### src/rtl/lud_pkg.sv
package lud_pkg;

   // Matrix geometry
   localparam int MAX_ORDER     = 8;
   localparam int FRACTION_BITS = 16;
   localparam int DATA_W        = 32;
   localparam int IDX_W         = $clog2(MAX_ORDER);
   localparam int ORD_W         = $clog2(MAX_ORDER + 1);
   localparam int DEPTH         = MAX_ORDER * MAX_ORDER;
   localparam int ADDR_W        = $clog2(DEPTH);
   localparam int CNT_W         = $clog2(DEPTH + 1);
   localparam int SIZE_W        = 4;

   // Divider dividend is the numerator magnitude scaled by the fraction bits
   localparam int DIV_W  = DATA_W + FRACTION_BITS;
   localparam int WIDE_W = 2 * DATA_W;

   typedef logic signed [DATA_W-1:0] data_type;
   typedef logic [WIDE_W-1:0]        wide_type;

   localparam data_type ONE_VALUE = data_type'(1) <<< FRACTION_BITS;
   localparam data_type MAX_VALUE = {1'b0, {(DATA_W-1){1'b1}}};
   localparam data_type MIN_VALUE = {1'b1, {(DATA_W-1){1'b0}}};

   // Signed result from a sign and a magnitude, saturated to the data width.
   function automatic data_type sat_mag(input logic neg, input wide_type mag);
      logic over_pos;
      logic over_neg;
      over_pos = |mag[WIDE_W-1:DATA_W-1];
      over_neg = (|mag[WIDE_W-1:DATA_W]) || (mag[DATA_W-1] && (|mag[DATA_W-2:0]));
      if (neg) begin
         if (over_neg) begin
            sat_mag = MIN_VALUE;
         end else begin
            sat_mag = data_type'(-mag[DATA_W-1:0]);
         end
      end else begin
         if (over_pos) begin
            sat_mag = MAX_VALUE;
         end else begin
            sat_mag = data_type'(mag[DATA_W-1:0]);
         end
      end
   endfunction

endpackage

### src/rtl/lud_div.sv
module lud_div
   import lud_pkg::*;
(
   input  logic     clock,
   input  logic     reset,
   input  logic     start,
   input  data_type numer,
   input  data_type denom,
   output logic     done,
   output data_type quot
);

   localparam int DCNT_W = $clog2(DIV_W + 1);

   logic              busy_ff, busy_in;
   logic              done_ff, done_in;
   logic [DCNT_W-1:0] cnt_ff, cnt_in;
   logic [DATA_W-1:0] rem_ff, rem_in;
   logic [DIV_W-1:0]  dvd_ff, dvd_in;
   logic [DIV_W-1:0]  quo_ff, quo_in;
   logic [DATA_W-1:0] dmag_ff, dmag_in;
   logic              neg_ff, neg_in;
   logic [DATA_W:0]   trial;
   logic [DATA_W-1:0] num_mag;
   logic [DATA_W-1:0] den_mag;

   assign num_mag = numer[DATA_W-1] ? DATA_W'(-numer) : DATA_W'(numer);
   assign den_mag = denom[DATA_W-1] ? DATA_W'(-denom) : DATA_W'(denom);
   assign trial   = {rem_ff, dvd_ff[DIV_W-1]};

   // Restoring division of magnitudes, one quotient bit per cycle.
   always_comb begin
      busy_in = busy_ff;
      done_in = 1'b0;
      cnt_in  = cnt_ff;
      rem_in  = rem_ff;
      dvd_in  = dvd_ff;
      quo_in  = quo_ff;
      dmag_in = dmag_ff;
      neg_in  = neg_ff;
      if (start) begin
         busy_in = 1'b1;
         cnt_in  = '0;
         rem_in  = '0;
         dvd_in  = {num_mag, {FRACTION_BITS{1'b0}}};
         quo_in  = '0;
         dmag_in = den_mag;
         neg_in  = numer[DATA_W-1] ^ denom[DATA_W-1];
      end else if (busy_ff) begin
         dvd_in = {dvd_ff[DIV_W-2:0], 1'b0};
         if (trial >= {1'b0, dmag_ff}) begin
            rem_in = DATA_W'(trial - {1'b0, dmag_ff});
            quo_in = {quo_ff[DIV_W-2:0], 1'b1};
         end else begin
            rem_in = trial[DATA_W-1:0];
            quo_in = {quo_ff[DIV_W-2:0], 1'b0};
         end
         cnt_in = cnt_ff + 1'b1;
         if (cnt_ff == DCNT_W'(DIV_W - 1)) begin
            busy_in = 1'b0;
            done_in = 1'b1;
         end
      end
   end

   always_ff @(posedge clock) begin
      if (reset) begin
         busy_ff <= 1'b0;
         done_ff <= 1'b0;
      end else begin
         busy_ff <= busy_in;
         done_ff <= done_in;
      end
      cnt_ff  <= cnt_in;
      rem_ff  <= rem_in;
      dvd_ff  <= dvd_in;
      quo_ff  <= quo_in;
      dmag_ff <= dmag_in;
      neg_ff  <= neg_in;
   end

   assign done = done_ff;
   assign quot = sat_mag(neg_ff, WIDE_W'(quo_ff));

   // A new division never starts while one is running.
   a_no_restart : assert property (@(posedge clock) disable iff (reset)
      busy_ff |-> !start) else $error("divider restarted while busy");

   // Completion follows a busy cycle.
   a_done_after_busy : assert property (@(posedge clock) disable iff (reset)
      $rose(done_ff) |-> $past(busy_ff)) else $error("divider done without work");

   // Busy ends exactly when done is raised.
   a_busy_ends : assert property (@(posedge clock) disable iff (reset)
      $fell(busy_ff) && !start |-> done_ff) else $error("divider stopped early");

endmodule

### config.mk
export PLATFORM = sky130hd
export DESIGN_NAME = lud_div
export DESIGN_NICKNAME = d
export VERILOG_FILES = /design/src/rtl/lud_pkg.sv /design/src/rtl/lud_div.sv
export SDC_FILE = /design/constraint.sdc
export NUM_CORES = 1
export LEC_CHECK = 0
export BUFFER_PORTS_ARGS = -buffer_cell sky130_fd_sc_hd__buf_2
export CAP_MARGIN = 15
export CORE_UTILIZATION = 50
export CTS_CLUSTER_DIAMETER = 40
export DETAILED_ROUTE_END_ITERATION = 8
export PLACE_DENSITY_LB_ADDON = 0.08
export SLEW_MARGIN = 10
export SYNTH_ARGS = -nofsm -noshare
export SYNTH_HDL_FRONTEND = slang
export SYNTH_SLANG_ARGS = --single-unit
### constraint.sdc
create_clock -name clock -period 5.25 [get_ports clock]
set_input_delay 1.05 -clock clock [delete_from_list [all_inputs] [get_ports clock]]
set_output_delay 1.05 -clock clock [all_outputs]
set_load 0.1 [all_outputs]
### Yosys cells after proc, flatten, opt, wreduce, memory -nomap -nowiden

Cells that the tools add are included.

* equal/unequal tests: 1
* bitwise logic cells: 2
* muxes and demuxes: 13
* add/sub/neg operators: 5
* reductions and logical operators: 7
* magnitude comparators: 1

Operator list (number)
* two-way mux 32 bit: 5
* two-way mux 48 bit: 2
* negator 32 bit: 3
* >= comparator 33 x 32 -> 1 bit: 1
* subtractor 32 bit: 1
* two-way mux 31 bit: 1
* OR reduction 31 bit: 1
* OR reduction 17 bit: 1
* OR reduction 16 bit: 1
* adder 6 x 1 -> 6 bit (second input constant): 1
* equality test 6 bit (second input constant): 1
* two-way mux 1 bit: 5
* OR reduction 3 bit: 1
* nonzero test 2 bit: 1
* logical AND 1 bit: 1
* logical OR 1 bit: 1
* NOT 1 bit: 1
* XOR 1 bit: 1

* word-level logic and storage cells: 38
* register bits: 153
* input port bits: 67
* output and inout port bits: 33

### Depth between registers and ports, before layout

* depth in word-level cells: 5
* depth in mapped cells: 12
* mapped depth without buffers: 11

### Least setup slack after synthesis

Ideal clock, no wire load.

* path type: register -> output
* start point: register quo_ff[14]
* end point: output port quot[10]
* arrival: 6050 ps
* buffers on the path: 2
* stages on the path, launching flop included: 9
* required time: 4200 ps
* slack: -1850 ps
* path through: dfxtp_1 > buf_6 > or4_4 > or3_1 > or4_4 > o41a_1 > or3_1 > buf_2 > o311ai_0

* longest elaborated chain between the ends: 5

Ends and longest elaborated chain
* start, declared: line lud_div.sv:20 `logic [DIV_W-1:0] quo_ff, quo_in;`
* start signal, assigned: line lud_div.sv:77 `quo_ff <= quo_in;`
* OR reduction 31 bit: line lud_pkg.sv:30 `over_neg = (|mag[WIDE_W-1:DATA_W]) || (mag[DATA_W-1] && (|mag[DATA_W-2:0]));`
* logical AND 1 bit: line lud_pkg.sv:30
* logical OR 1 bit: line lud_pkg.sv:30
* two-way mux 32 bit: line lud_pkg.sv:32 `if (over_neg) begin`
* two-way mux 32 bit: line lud_pkg.sv:31 `if (neg) begin`
* end, declared: line lud_div.sv:10 `output data_type quot`

No other way between the ends.

### Worst setup path after layout

* start point: register quo_ff[14]
* end point: output port quot[19]

* longest elaborated chain between the ends: 5

Ends and longest elaborated chain (line)
* branches (longest 3 deep; another with negator 32 bit)
* two-way mux 32 bit *: lud_pkg.sv:32
* two-way mux 32 bit *: lud_pkg.sv:31

Every way passes the cells marked *.

==> results summary <==
Before CTS, the worst setup slack after placement is 0.451 ns. The final setup skew is 0.00815 ns. The maximum clock path buffer count came out at 2. The power spent charging and discharging nets is 1.04 mW. The placed wire-length estimate came out at 15.5 mm. The slew at the pin closest to its max-slew limit is 0.963 ns. The clock-pin slew of the registers on the worst-case setup and hold paths came out at 0.06 ns. Cells with a size suffix above 1 make up 14.0% of the layout. Setup repair after global routing left no endpoint under its margin. The endpoint arrival time on the critical path came out at 4.01 ns. Synthesis produced 1154 cells. The largest net degree at the start of global routing came out at 87. The site row count came out at 50. In this run, synthesis inferred 65 flip-flops with an integrated enable.

The proportion of synthesized flip-flops having asynchronous set or reset is 0%. The minimum clock period after layout came out at 5.06 ns. The flop-to-flop setup slack came out at 1.59 ns. The die area is 20200 µm². Dividing the detail-routed wire length by the instance count gives 14.9 µm. The congestion estimate from routability-driven global placement came to 0.886. The average instance area after synthesis is 8.51 µm². The delay of the slowest cell on the worst path is 0.58 ns. The share of total power dissipated in sequential elements is 40.2%.

The fraction of power spent switching nets is 30.7%. The fraction of the cycle the final worst path needs came out at 96.4%. The latest clock arrival within the worst-skew pair is 0.42 ns. The final routed DRC violation total is 0. Counting every net in the synthesized netlist gives 1258. The signal on the critical path passes through or4_4 -> or3_1 -> or4_4 -> o41a_1 -> or3_1 -> buf_12 -> o311ai_2 -> buf_2. VDD sags by at most 0.242 mV. The repair_antennas step left the layout with diodes totalling 0.

The total clock sinks is 153. The layout net count came out at 1316. The count of synthesis-stage warnings from yosys is 0. During I/O placement, the number of pins put on the boundary was 100. The maximum fanout along the worst path is 20. The overall power of the completed layout came out at 3.38 mW.

The worst hold path passes through 2 cells. The worst path meets setup with 0.190 ns of slack. After synthesis the netlist holds a flip-flop and latch count of 153. The startpoint identified for the worst hold timing path is rem_ff[22]$_SDFFE_PP0P_.

After detailed routing, the total wire length is 22.1 mm. The ratio of routed vias to standard cells is 5.70. The worst-case headroom to the max-slew limit came out at 34.1%.

The setup TNS after final layout came out at 0 ns. After global routing the overflow that remains totals 0. In this run the top signal layer used is met4.

STA classifies the critical path endpoint as an output port. The post-synthesis instance area came out at 9820 µm². The number of antenna violations at the first check in global routing is 0. Input and output buffers added on the ports amount to 99.

The worst setup path is of the reg -> out kind. The overall track demand over capacity in global routing came out at 22.7%. The worst hold path belongs to the class reg -> reg. The via count of the first global-routing pass is 7821.

The count of distinct cell types in the synthesized netlist is 66. The cell with the biggest individual delay on the critical path is sky130_fd_sc_hd__or4_4. The worst register-to-register path ends at rem_ff[2]$_SDFFE_PP0P_. The placeable core region is 19000 µm². The number of cell instances on the worst register-to-register path came out at 10.

For this design the static power due to leakage is 4.50 nW. The final hold violation count is 0. The met2 wire length came out at 9.87 mm. The cell-internal power came out at 2.34 mW. TritonCTS built the clock tree.

The width of the die is 142 µm. The detailed router put a total of 11.0 mm of wire on met1. The path with the worst hold slack has its endpoint at rem_ff[22]$_SDFFE_PP0P_.

Setup violations remaining at the end of the flow were counted as 0. The relative contribution of the clock network to total power came out at 37.4%. The initial cell density of the core came out at 51.8%. The number of nets with antenna violations after detailed routing is 0.

The startpoint of the most critical register-to-register path is rem_ff[15]$_SDFFE_PP0P_. The violation count after the first detailed-route iteration is 486. The overall via count from detail_route is 8470. The run finished with clean final reports. The worst path required time is 4.20 ns. The number of slew-limit violations in the final report came out at 0. The fraction of power consumed by combinational cells came out at 22.4%.

The maximum level of the CTS H-tree came out at 4. STA classifies the critical path startpoint as a flip-flop. The highest attainable clock frequency came out at 198 MHz.

The height of the die came out at 142 µm. The max capacitance violation total came out at 0. The global-route wire length before repair is 37.4 mm.

The synthesis-to-finish area growth came out at 14.1%. Clock tree synthesis selected as its root buffer the cell sky130_fd_sc_hd__clkbuf_16. The met3 wirelength from detailed routing came out at 947 µm.

The pre-antenna-repair detailed-routing pass consisted of 5 iterations. The power density normalized to cell area is 302 nW/µm². The number of buffers created by CTS came out at 17.

For this run, the leading register cell type out of synthesis is sky130_fd_sc_hd__dfxtp_1. The sequential-to-total area share from yosys stat came out at 37.8%.
## state kept, by name, indices dropped and copies added (netlist names)
signal,count
dmag_ff,32
neg_ff,1
busy_ff,1
done,1
quo_ff,48
cnt_ff,6
rem_ff,32
dvd_ff,32
## routing by layer
layer  vias up  GRT usage [%]
met2       184           36.0
met5         -              0
met1      3940           31.8
met3        25           4.24
li1       4321              -
met4         0           5.77
## timing repair
action                                  4_1_cts  5_1_grt
hold endpoints to repair                      0        0
hold buffers                                  0        0
setup buffers                                 0        1
endpoints found under the setup margin        2       26
resized for setup                             2       16
gates cloned                                  0        0
pin swaps                                     0        1
## logic make-up after synthesis
logic type | Yosys count | share of synthesized area [%]
compound gates | 272 | 18.1
xor+xnor | 88 | 7.85
fa+ha+maj | 37 | 4.79
buf+inv | 122 | 4.79
flops | 153 | 37.8
mux | 60 | 6.13
simple gates | 422 | 20.6
## worst max-delay path: cells and delay by family (launching register included)
kind | cells | cell delay [ns]
buffers and inverters | 2 | 0.70
AND/OR/NAND/NOR | 4 | 1.92
AO/OA/AOI/OAI | 2 | 0.57
flip-flops | 1 | 0.39
## cells in the mapped netlist, drive strengths merged (8+ instances only)
library cell / number / area [µm²]
dfxtp: 88 / 1760
nand2b: 9 / 56.3
a21oi: 79 / 395
mux2i: 59 / 591
nor2b: 8 / 50.1
nor3: 27 / 135
nand4: 14 / 87.6
xnor2: 51 / 447
nand3: 34 / 170
nor2: 140 / 528
clkbuf: 59 / 221
o311ai: 26 / 228
nor4: 16 / 100
or4: 19 / 161
or3: 12 / 75.1
buf: 13 / 61.3
o31ai: 21 / 158
o21ai: 63 / 315
nand2: 111 / 417
ha: 36 / 450
inv: 50 / 188
o41ai: 12 / 105
a311oi: 12 / 105
edfxtp: 65 / 1950
xor2: 37 / 324
a21o: 14 / 105
## per-stage QoR
stage                     cells  hold slack, ns  area (µm²)  util (%)
final                      1485           0.483       11200      59.1
after global routing       1485           0.513       11200      59.1
after floorplan            1154           0.451        9880         -
after global placement     1452           0.471       10500      55.6
after detailed placement   1452           0.473       10500      55.6
after CTS                  1484           0.487       11200      58.9
## power by group through the flow
stage / registers, mW / clock network [mW] / logic (mW)
after CTS: 1.36 / 1.29 / 0.752
after global placement: 1.38 / 0 / 0.741
after detailed placement: 1.38 / 0 / 0.747
after global routing: 1.37 / 1.34 / 0.832
final: 1.36 / 1.26 / 0.759
after floorplan: 1.37 / 0 / 0.586
## layout by cell type (no fill, tap or decap), drive strengths merged, types with 6 or more instances in the layout
master,synthesis,layout
nor2,140,140
mux2i,59,59
a211oi,6,6
inv,50,56
a21oi,79,79
xnor2,51,51
o41ai,12,12
clkbuf,59,35
nor2b,8,8
dfxtp,88,88
nand3,34,34
or4,19,19
or2,6,6
o21ai,63,63
edfxtp,65,65
nor3,27,27
o311ai,26,26
o211ai,6,6
ha,36,36
nand4,14,14
nand2b,9,9
nor4,16,16
or3,12,12
buf,13,96
a311oi,12,12
a21o,14,14
nand2,111,111
o31ai,21,21
xor2,37,37
## how the worst max path moves through the flow
stage                                  from  depth (start not counted)        to  slack, ns
floorplan           quo_ff[14]$_SDFFE_PP0P_                          9  quot[12]      -0.84
global placement     quo_ff[0]$_SDFFE_PP0P_                         10   quot[6]       0.52
detailed placement   quo_ff[0]$_SDFFE_PP0P_                         10   quot[3]       0.45
CTS                  quo_ff[1]$_SDFFE_PP0P_                         10  quot[13]      0.006
global route         quo_ff[0]$_SDFFE_PP0P_                         11  quot[26]       0.04
finish              quo_ff[14]$_SDFFE_PP0P_                          8  quot[19]       0.19
## final cells by class
cell class | instances | area, µm²
fillers | 1774 | 7750
multi-input cells | 879 | 5710
flip-flops and latches | 153 | 3720
repair buffers | 111 | 662
clock buffers | 20 | 478
well taps | 260 | 325
inverters | 50 | 188
clock inverters | 12 | 131
(Power assumes the default switching activity.)
