`src/rtl/lud_pkg.sv`:
```
package lud_pkg;

   // Matrix geometry
   localparam int MAX_ORDER     = 8;
   localparam int FRACTION_BITS = 16;
   localparam int DATA_W        = 32;
   localparam int IDX_W         = $clog2(MAX_ORDER);
   localparam int ORD_W         = $clog2(MAX_ORDER + 1);
   localparam int DEPTH         = MAX_ORDER * MAX_ORDER;
   localparam int ADDR_W        = $clog2(DEPTH);
   localparam int CNT_W         = $clog2(DEPTH + 1);
   localparam int SIZE_W        = 4;

   // Divider dividend is the numerator magnitude scaled by the fraction bits
   localparam int DIV_W  = DATA_W + FRACTION_BITS;
   localparam int WIDE_W = 2 * DATA_W;

   typedef logic signed [DATA_W-1:0] data_type;
   typedef logic [WIDE_W-1:0]        wide_type;

   localparam data_type ONE_VALUE = data_type'(1) <<< FRACTION_BITS;
   localparam data_type MAX_VALUE = {1'b0, {(DATA_W-1){1'b1}}};
   localparam data_type MIN_VALUE = {1'b1, {(DATA_W-1){1'b0}}};

   // Signed result from a sign and a magnitude, saturated to the data width.
   function automatic data_type sat_mag(input logic neg, input wide_type mag);
      logic over_pos;
      logic over_neg;
      over_pos = |mag[WIDE_W-1:DATA_W-1];
      over_neg = (|mag[WIDE_W-1:DATA_W]) || (mag[DATA_W-1] && (|mag[DATA_W-2:0]));
      if (neg) begin
         if (over_neg) begin
            sat_mag = MIN_VALUE;
         end else begin
            sat_mag = data_type'(-mag[DATA_W-1:0]);
         end
      end else begin
         if (over_pos) begin
            sat_mag = MAX_VALUE;
         end else begin
            sat_mag = data_type'(mag[DATA_W-1:0]);
         end
      end
   endfunction

endpackage

```
`src/rtl/lud_cell.sv`:
```
module lud_cell
   import lud_pkg::*;
(
   input  logic     clock,
   input  logic     shift,
   input  data_type d_in,
   output data_type q
);

   data_type value_ff;
   data_type value_in;

   // Take the neighbor's entry whenever the chain advances.
   always_comb begin
      value_in = value_ff;
      if (shift) begin
         value_in = d_in;
      end
   end

   always_ff @(posedge clock) begin
      value_ff <= value_in;
   end

   assign q = value_ff;

endmodule

```
`config.mk`:
```
export PLATFORM = sky130hd
export DESIGN_NAME = lud_cell
export DESIGN_NICKNAME = d
export VERILOG_FILES = /design/src/rtl/lud_pkg.sv /design/src/rtl/lud_cell.sv
export SDC_FILE = /design/constraint.sdc
export NUM_CORES = 1
export LEC_CHECK = 0
export ABC_AREA = 0
export BUFFER_PORTS_ARGS = -buffer_cell sky130_fd_sc_hd__buf_2
export CAP_MARGIN = 20
export CORE_ASPECT_RATIO = 0.8
export CORE_UTILIZATION = 40
export CTS_CLUSTER_SIZE = 25
export DETAILED_ROUTE_END_ITERATION = 8
export HOLD_SLACK_MARGIN = 0.05
export PLACE_DENSITY_LB_ADDON = 0.25
export SLEW_MARGIN = 15
export SYNTH_ARGS = -nofsm -noshare
export SYNTH_HDL_FRONTEND = slang
export SYNTH_SLANG_ARGS = --single-unit
```
`constraint.sdc`:
```
create_clock -name clock -period 0.8 [get_ports clock]
set_input_delay 0.04 -clock clock [delete_from_list [all_inputs] [get_ports clock]]
set_output_delay 0.04 -clock clock [all_outputs]
set_load 0.01 [all_outputs]
```
==> After elaboration in Yosys (flattened, before gate mapping) <==
Cells that the tools add are included.
Widths: inputs -> output; s select.
{ "word_totals": {"ff_bits": 32, "inputBits": 34, "elab_cells": 1, "out_inout_bits": 32} }

==> Logic depth before layout (Yosys ltp) <==
Gate-level depths: netlist of run 1.
{ "depth": {"word_depth": 0, "depth_mapped": 0, "mapped_depth_nobuf": 0} }

==> Least setup slack after synthesis of run 1 <==
No wires, ideal clock.
{ "synth_timing": {"path_type": "register -> output", "startpoint": "register value_ff[0], in the netlist q[0]", "endpoint": "output port q[0]", "path_buffers": 0, "setup_slack_ns": 0.366, "path_stages_with_launch": 1, "required_time_ns": 0.760, "arrival_time_ns": 0.394, "path_cell_list": "edfxtp_1"} }
{ "synth_lines": {"columns": ["element", "line", "source"], "rows": [
  ["start: declaration", "lud_cell.sv:10", "data_type value_ff;"],
  ["start signal: assignment", "lud_cell.sv:22", "value_ff <= value_in;"],
  ["end: declaration", "lud_cell.sv:7", "output data_type q"]
]} }
No word-level cell between the ends.

==> Final worst setup path of run 1 <==
{ "layout_timing": {"startpoint": "register value_ff[22], in the netlist q[22]", "endpoint": "output port q[22]"} }
No word-level cell between the ends.

==> results of run 1 <==
-- timing repair --
item / 4_1_cts / 5_1_grt
hold buffers: 32 / 0
cloned: 0 / 0
endpoints found under the setup margin: 32 / 32
endpoints found under the hold margin: 32 / 0
-- through the flow --
step | worst slack, ps | utilization, % | hold slack (ps) | area, µm²
after floorplan | 366 | - | 139 | 961
after global placement | 148 | 60.4 | 217 | 1340
after detailed placement | 142 | 60.4 | 218 | 1340
after CTS | -119 | 77.1 | 154 | 1710
after global routing | -176 | 77.1 | 151 | 1710
final | -117 | 77.1 | 178 | 1710
-- worst paths after layout --
| kind | end | slack, ps | from |
|---|---|---|---|
| worst max-delay path | q[22] | -120 | q[22] |
| worst min-delay path | q[11] | 180 | shift |
-- layout by cell type, fill, tap and decap left out --
master,instances
buf_12,1
buf_2,65
clkbuf_1,2
clkbuf_4,5
clkinv_1,1
dlygate4sd3_1,32
edfxtp_1,32
-- cell type report --
cell class	count	area (µm²)	area share [%]
clock buffer	7	45.0	2.64
sequential	32	961	56.3
tap	25	31.3	1.83
clock inverter	1	3.75	0.220
timing repair buffer	98	666	39.0
-- power by group through the flow --
stage	Clock (µW)	Sequential, µW	Combinational, µW
after floorplan	0	2140	0
after global placement	0	2060	310
after detailed placement	0	2060	310
after CTS	849	2020	429
after global routing	928	2030	466
final	811	2020	433
-- routing by layer --
metal  global-route usage [%]  up-vias
li1                         -      341
met3                     11.4        0
met5                        0        -
met4                     5.85        0
met2                     29.8       38
met1                     19.0      313
-- cells by family after synthesis --
logic type	after synthesis	synth area share [%]
DFF	32	100
==> impl_results.md, run 1 <==
- Status: finished with violations
- Failing checks: DRC, setup timing
- Vias in the first global route: 659
- VDD IR max: 0.00129 V
- Multi-input gate area: 0 µm²
- Initial Util: 43.4%
- Ant diodes: 0
- Startpoint type of the worst setup path: flip-flop
- Cell Count Post-Placement: 123
- Final setup fails: 32
- CTS sink cnt: 32
- Crit path time final: 917 ps
- Unrepaired setup endpoints after global routing: yes
- H-tree levels: 2
- Die area: 0.00260 mm²
- Crit path capture type: output port
- Class of the most critical setup path: flip-flop to output port
- Antenna viol nets, final: 0
- Crit-path cells: buf_2
- Max Fclk: 1090 MHz
- First-pass GRT wire length: 3030 µm
- Layout cells sized above 1: 51.4%
- Yosys top cell by area: edfxtp_1
- Leakage: 0.000739 µW
- Asr flop ratio synth: 0%
- Seq pwr share: 61.9%
- Net count after synthesis: 66
- Count leader, synth: edfxtp_1
- Total wire length: 2090 µm
- Crit share post-route: 115%
- Multi-input gates: 0
- Setup ws final: -117 ps
- Detail-routed via count per cell: 4.25
- CP bufs+invs: 1
- Uppermost layer routed: met3
- Sw Share: 21.1%
- Number of enable flip-flop cells after synthesis: 32
- Total Neg Setup Slack: -2170 ps
- # fillers: 142
- DRT iter0 DRCs: 21
- Most frequent cells after synthesis: edfxtp_1
- GP Congestion: 0.652
- Die extent in y: 45.8 µm
- DR DRC count: 8
- Setup bufs post-CTS: 0
- Chip width: 56.8 µm
- Switching Power: 688 µW
- Slew @ Worst Pin: 168 ps
- Crit path DAT: 880 ps
- Row count: 15
- WL met1: 768 µm
- Cts bufs inserted: 5
- CTS tree: yes
- Syn Inst Count: 32
- Total gr overflow: 0
- CORE AREA: 0.00221 mm²
- # IOs: 66
- Max-Cap Viols: 0
- Worst min path class: primary input to flip-flop
- Global Route Usage Sum: 17.8%
- Met2 wire length: 1130 µm
- Sequential cell area fraction in the yosys report: 100%
- CP Data Required Time: 760 ps
- Initial antenna violation count: 0
- Max-slew violation count: 0
- CTS root buffer: clkbuf_4
- Top FF cell, synth: edfxtp_1
- Post-CTS Resized: 0
- CP Max Fanout: 1
- Non-filler cells, final: 163
- Area grow syn2layout: 77.6%
- Synth Register Bits: 32
- Tot Pwr: 3260 µW
- Post-Syn Area per Cell: 30.0 µm²
- CTS clk-pin slew, worst paths: 90 ps
- Crit path depth: 1
- Synth top area share: 100%
- Synth warnings: 0
- Largest net degree at the start of global routing: 33
- Top post-synthesis cells by area: edfxtp_1
- Power Density: 1910 mW/mm²
- Final Hold Viols: 0
- Cell Area, Synth: 961 µm²
- CTS Buffer Depth: 2
- Max FFs per register: 32
- Synth cell types: 1
- Nets@finish: 171
- Met3 wire len: 185 µm
- WL per Instance: 12.8 µm
- Delay-heaviest family, CP: flip-flops
- CP max stage cell: edfxtp_1
- Worst slew margin: 88.8%
- Port-buffer cells: 65
- Clk pwr share: 24.9%
- Hold Path Stages: 2
- Worst stage delay on the critical path: 400 ps
- Cell internal pwr: 2580 µW
- Comb power frac: 13.3%
- DRT Pass-1 Iters: 6
- Vias post-DR: 692
Note: power is estimated with default switching activity, not from simulation.
==> inputs of run 2 (changes only) <==
CAP_MARGIN = default   (was 20)
PLACE_DENSITY = 0.78   (was default)
PLACE_DENSITY_LB_ADDON = default   (was 0.25)
==> run 2 against run 1 <==
Against the previous run:
- the run still ends with DRC, setup timing left
- power grew 0.49%
- first-iteration DRC count shrank 29%
- clock power grew 1%
- final area is the same
- combinational power grew 1%
- global-route usage shrank 0.60 points
- sequential power is essentially flat
- worst setup slack gained 13 ps
- via count grew 0.43%
- count of clock-buffer cells in the layout is the same
- die area is the same
==> impl_results.md, run 2 (synthesis results as in run 1) <==
- Total gr overflow: 0 (unchanged)
- Hold Path Stages: 2 (unchanged)
- Worst min path class: primary input to flip-flop
- Total wire length: 2200 µm (+5.3%)
- H-tree levels: 2 (unchanged)
- Crit path time final: 905 ps (-12.7 ps)
- GP Congestion: 0.609 (-6.6%)
- Leakage: 0.000739 µW (unchanged)
- # fillers: 145 (+2.1%)
- Cts bufs inserted: 5 (unchanged)
- Setup ws final: -105 ps (+12.7 ps)
- Multi-input gates: 0 (unchanged)
- Chip width: 56.8 µm (unchanged)
- Initial antenna violation count: 0 (unchanged)
- # IOs: 66 (unchanged)
- CORE AREA: 0.00221 mm² (unchanged)
- DRT Pass-1 Iters: 6 (unchanged)
- CTS tree: yes
- CTS clk-pin slew, worst paths: 90 ps (about the same)
- Slew @ Worst Pin: 171 ps (+3.21 ps)
- Unrepaired setup endpoints after global routing: yes
- Final setup fails: 32 (unchanged)
- Crit share post-route: 113% (-1.6 points)
- Row count: 15 (unchanged)
- CP bufs+invs: 1 (unchanged)
- Crit path capture type: output port
- Vias post-DR: 695 (+0.43%)
- Worst stage delay on the critical path: 390 ps (about the same)
- First-pass GRT wire length: 3020 µm (-0.23%)
- Multi-input gate area: 0 µm² (unchanged)
- Layout cells sized above 1: 51.4% (unchanged)
- CP max stage cell: edfxtp_1
- Crit. Startpoint: q[18]
- Max-slew violation count: 0 (unchanged)
- Status: finished with violations
- Die extent in y: 45.8 µm (unchanged)
- Ant diodes: 0 (unchanged)
- Pre-CTS setup slack: 136 ps (-5.81 ps)
- Crit-path cells: buf_2
- Startpoint type of the worst setup path: flip-flop
- Setup bufs post-CTS: 0 (unchanged)
- Non-filler cells, final: 163 (unchanged)
- Area grow syn2layout: 77.6% (unchanged)
- Class of the most critical setup path: flip-flop to output port
- Failing checks: DRC, setup timing
- Global Route Usage Sum: 17.2% (-0.60 points)
- Port-buffer cells: 65 (unchanged)
- CTS Buffer Depth: 2 (unchanged)
- CTS sink cnt: 32 (unchanged)
- Initial Util: 43.4% (unchanged)
- M2 GR Usage: 32.9% (+3.1 points)
- Most frequent cells in the layout: buf_2, dlygate4sd3_1, edfxtp_1
- Max FFs per register: 32 (unchanged)
- Crit path DAT: 860 ps (-20 ps)
- Max-Cap Viols: 0 (unchanged)
- Power Density: 1920 mW/mm² (+0.49%)
- WHS Endpoint: q[22]
- Met3 track demand over resource: 3.69% (-7.7 points)
- WL per Instance: 13.5 µm (+5.3%)
- Worst slew margin: 88.6% (-0.21 points)
- CTS root buffer: clkbuf_4
- DRT iter0 DRCs: 15 (-29%)
- Antenna viol nets, final: 0 (unchanged)
- Most common cell after layout, fill and taps aside: buf_2
- Max Fclk: 1110 MHz (+1.4%)
- Vias in the first global route: 699 (+6.1%)
- Post-CTS Resized: 0 (unchanged)
- Total Neg Setup Slack: -2250 ps (-86.1 ps)
- Min-delay src: shift
- Gr busiest metal: met2
- Cell Count Post-Placement: 123 (unchanged)
- Delay-heaviest family, CP: flip-flops
- CP Max Fanout: 1 (unchanged)
- Die area: 0.00260 mm² (unchanged)
- Detail-routed via count per cell: 4.26 (+0.43%)
- Largest net degree at the start of global routing: 33 (unchanged)
- Nets@finish: 171 (unchanged)
- DR DRC count: 8 (unchanged)
- GR Util met1: 17.6% (-1.4 points)
- VDD IR max: 0.00114 V (-12%)
- Final Hold Viols: 0 (unchanged)
- CP Data Required Time: 760 ps (about the same)
## run 2: cell counts in the layout (fill, tap and decap cells not counted)
Identical to the previous run, type by type.
## run 2: layout make-up
type                    count  area [µm²]  share of cell area [%]
clock buffers               7        45.0                    2.64
clock inverters             1        3.75                   0.220
flip-flops and latches     32         961                    56.3
well taps                  25        31.3                    1.83
repair buffers             98         666                    39.0
## run 2: worst max path at each step
stage                        to  slack [ps]  depth (start not counted)
after floorplan            q[0]         370                          0
after global placement     q[0]         150                          2
after detailed placement  q[12]         140                          2
after CTS                  q[2]        -130                          1
after global routing       q[2]        -150                          1
final                     q[18]        -100                          1
## run 2: metrics by stage
step           hold slack, ps  utilization [%]  area (µm²)  total power, µW
6_report                  167             77.1        1710             3280
5_1_grt                   168             77.1        1710             3430
4_1_cts                   164             77.1        1710             3320
3_5_place_dp              218             60.4        1340             2380
3_3_place_gp              217             60.4        1340             2360
2_1_floorplan             139                -         961             2140
## run 2: report_power, final
part	internal, µW	leakage [µW]	switching (µW)	total [µW]
clock	337	0.0000269	485	822
sequential	1990	0.000313	30.1	2020
combinational	250	0.000399	188	438
total	2580	0.000739	703	3280
## run 2: metal layers
layer / share of wire, % / vias to the layer above
li1: - / 339
met5: 0 / -
met4: 1.8 / 0
met2: 58 / 29
met1: 35 / 321
met3: 5.3 / 6
## run 2: what timing repair did
item                                    in CTS  in global routing
endpoints found under the setup margin      32                 32
hold buffers                                32                  0
gates cloned                                 0                  0
endpoints found under the hold margin       32                  0
==> inputs of run 3 (changes only) <==
--- a/config.mk
+++ b/config.mk
@@ -10,3 +10,4 @@
 export CORE_ASPECT_RATIO = 0.8
-export CORE_UTILIZATION = 40
+export CORE_MARGIN = 2
+export CORE_UTILIZATION = 42
 export CTS_CLUSTER_SIZE = 25
@@ -14,3 +15,3 @@
 export HOLD_SLACK_MARGIN = 0.05
-export PLACE_DENSITY = 0.78
+export PLACE_DENSITY = 0.81
 export SLEW_MARGIN = 15
==> constraint.sdc (replaced) <==
create_clock -name clock -period 0.8 [get_ports clock]
set_input_delay 0.08 -clock clock [delete_from_list [all_inputs] [get_ports clock]]
set_output_delay 0.08 -clock clock [all_outputs]
set_load 0.01 [all_outputs]
==> run 3 against run 2 <==
Against the previous run:
- non-clock buffer count grew 1
- first-iteration DRC count grew 13%
- final cell count grew 0.61%
- the flow finishes with violations (setup timing)
- sequential power is essentially flat
==> impl_results.md, run 3 (synthesis results as in run 1) <==
- VDD IR max: 0.00155 V (+36%)
- Multi-input gates: 0 (unchanged)
- WL per Instance: 13.3 µm (-1.2%)
- Final setup fails: 32 (unchanged)
- Status: finished with violations
- Antenna viol nets, final: 0 (unchanged)
- Worst slew margin: 93.0% (+4.4 points)
- Class of the most critical setup path: flip-flop to output port
- Vias in the first global route: 681 (-2.6%)
- Leakage: 0.000748 µW (+1.3%)
- Unrepaired setup endpoints after global routing: yes
- CP max stage cell: edfxtp_1
- Initial Util: 44.5% (+1.1 points)
- Max-slew violation count: 0 (unchanged)
- Nets@finish: 172 (+0.58%)
- Initial antenna violation count: 0 (unchanged)
- Die extent in y: 46.8 µm (+2.1%)
- Total wire length: 2180 µm (-0.59%)
- Crit-path cells: buf_2
- Vias post-DR: 695 (unchanged)
- Most common cell after layout, fill and taps aside: buf_2
- Hold Path Stages: 2 (unchanged)
- Setup ws final: -141 ps (-36.4 ps)
- # IOs: 66 (unchanged)
- Pre-CTS setup slack: 123 ps (-12.9 ps)
- Hold Slack: 185 ps (+18.1 ps)
- First-pass GRT wire length: 3080 µm (+1.8%)
- Multi-input gate area: 0 µm² (unchanged)
- Worst stage delay on the critical path: 390 ps (about the same)
- # fillers: 124 (-14%)
- Die area: 0.00269 mm² (+3.3%)
- Final Hold Viols: 0 (unchanged)
- Min-delay src: shift
- DRT iter0 DRCs: 17 (+2)
- Max FFs per register: 32 (unchanged)
- Slew @ Worst Pin: 106 ps (-65.9 ps)
- Most frequent cells in the layout: buf_2, dlygate4sd3_1, edfxtp_1
- Crit path capture type: output port
- Largest net degree at the start of global routing: 17 (-48%)
- Global Route Usage Sum: 16.9% (-0.33 points)
- Max Fclk: 1060 MHz (-3.9%)
- CTS tree: yes
- WHS Endpoint: q[11]
- CORE AREA: 0.00216 mm² (-2.5%)
- Chip width: 57.5 µm (+1.2%)
- Max-Cap Viols: 0 (unchanged)
- Crit path DAT: 860 ps (about the same)
- Failing checks: setup timing
- CTS sink cnt: 32 (unchanged)
- CP Max Fanout: 1 (unchanged)
- CTS root buffer: clkbuf_4
- Layout cells sized above 1: 51.8% (+0.35 points)
- DRT Pass-1 Iters: 4 (-2)
- CP Data Required Time: 720 ps (-40 ps)
- Crit path time final: 941 ps (+36.4 ps)
- Cts bufs inserted: 5 (unchanged)
- GP Congestion: 0.619 (+1.7%)
- Worst min path class: primary input to flip-flop
- Power Density: 1900 mW/mm² (-1.1%)
- Crit share post-route: 118% (+4.6 points)
- DR DRC count: 0 (-8)
- CP bufs+invs: 1 (unchanged)
- H-tree levels: 2 (unchanged)
- Total gr overflow: 0 (unchanged)
- Detail-routed via count per cell: 4.24 (-0.61%)
- Startpoint type of the worst setup path: flip-flop
- Total area of sequential cells: 961 µm² (unchanged)
- Delay-heaviest family, CP: flip-flops
- CTS clk-pin slew, worst paths: 90 ps (about the same)
- Port-buffer cells: 65 (unchanged)
- Area grow syn2layout: 79.7%
- CTS Buffer Depth: 2 (unchanged)
- Ant diodes: 0 (unchanged)
- Row count: 15 (unchanged)
run 3: cell count changes in the layout (fill, tap and decap cells not counted), sizes merged:
cell,before,now
buf,66,67
run 3: worst max-delay path by stage:
stage               startpoint  cells past startpoint  endpoint  slack [ps]
global route             q[23]                      1     q[23]        -180
floorplan                 q[0]                      0      q[0]         330
CTS                      q[23]                      1     q[23]        -160
detailed placement       shift                      2     q[27]         120
global placement         shift                      2      q[8]         130
finish                   q[10]                      1     q[10]        -140
run 3: what timing repair did:
item,4_1_cts,5_1_grt
endpoints found under the hold margin,32,0
hold buffers,32,0
gates resized for setup,0,0
setup buffers,0,0
setup endpoints to repair,32,32
run 3: per-stage QoR:
step / total power [µW] / instance area, µm² / TNS (ps) / cells / utilization (%)
final: 3280 / 1730 / -3370 / 164 / 80.0
after floorplan: 2140 / 961 / 0 / 32 / -
after global routing: 3430 / 1730 / -5020 / 164 / 80.0
after global placement: 2370 / 1360 / 0 / 124 / 62.9
after detailed placement: 2380 / 1360 / 0 / 124 / 62.9
after CTS: 3310 / 1730 / -4110 / 164 / 80.0
run 3: power breakdown:
part / internal, µW / switching, µW / total (µW)
clock network: 337 / 481 / 818
registers: 1990 / 28.4 / 2020
logic: 259 / 187 / 446
run 3: layout make-up:
| class | count | area share (%) |
|---|---|---|
| sequential | 32 | 55.7 |
| timing repair buffer | 99 | 39.7 |
| clock buffer | 7 | 2.61 |
| tap | 25 | 1.81 |
| clock inverter | 1 | 0.217 |
run 3: per-layer routing:
layer | up-vias | global-route usage [%] | wire [µm]
li1 | 343 | - | -
met1 | 306 | 18.5 | 826
met2 | 41 | 29.8 | 1120
met3 | 5 | 6.61 | 202
met4 | 0 | 8.37 | 33
met5 | - | 0 | 0
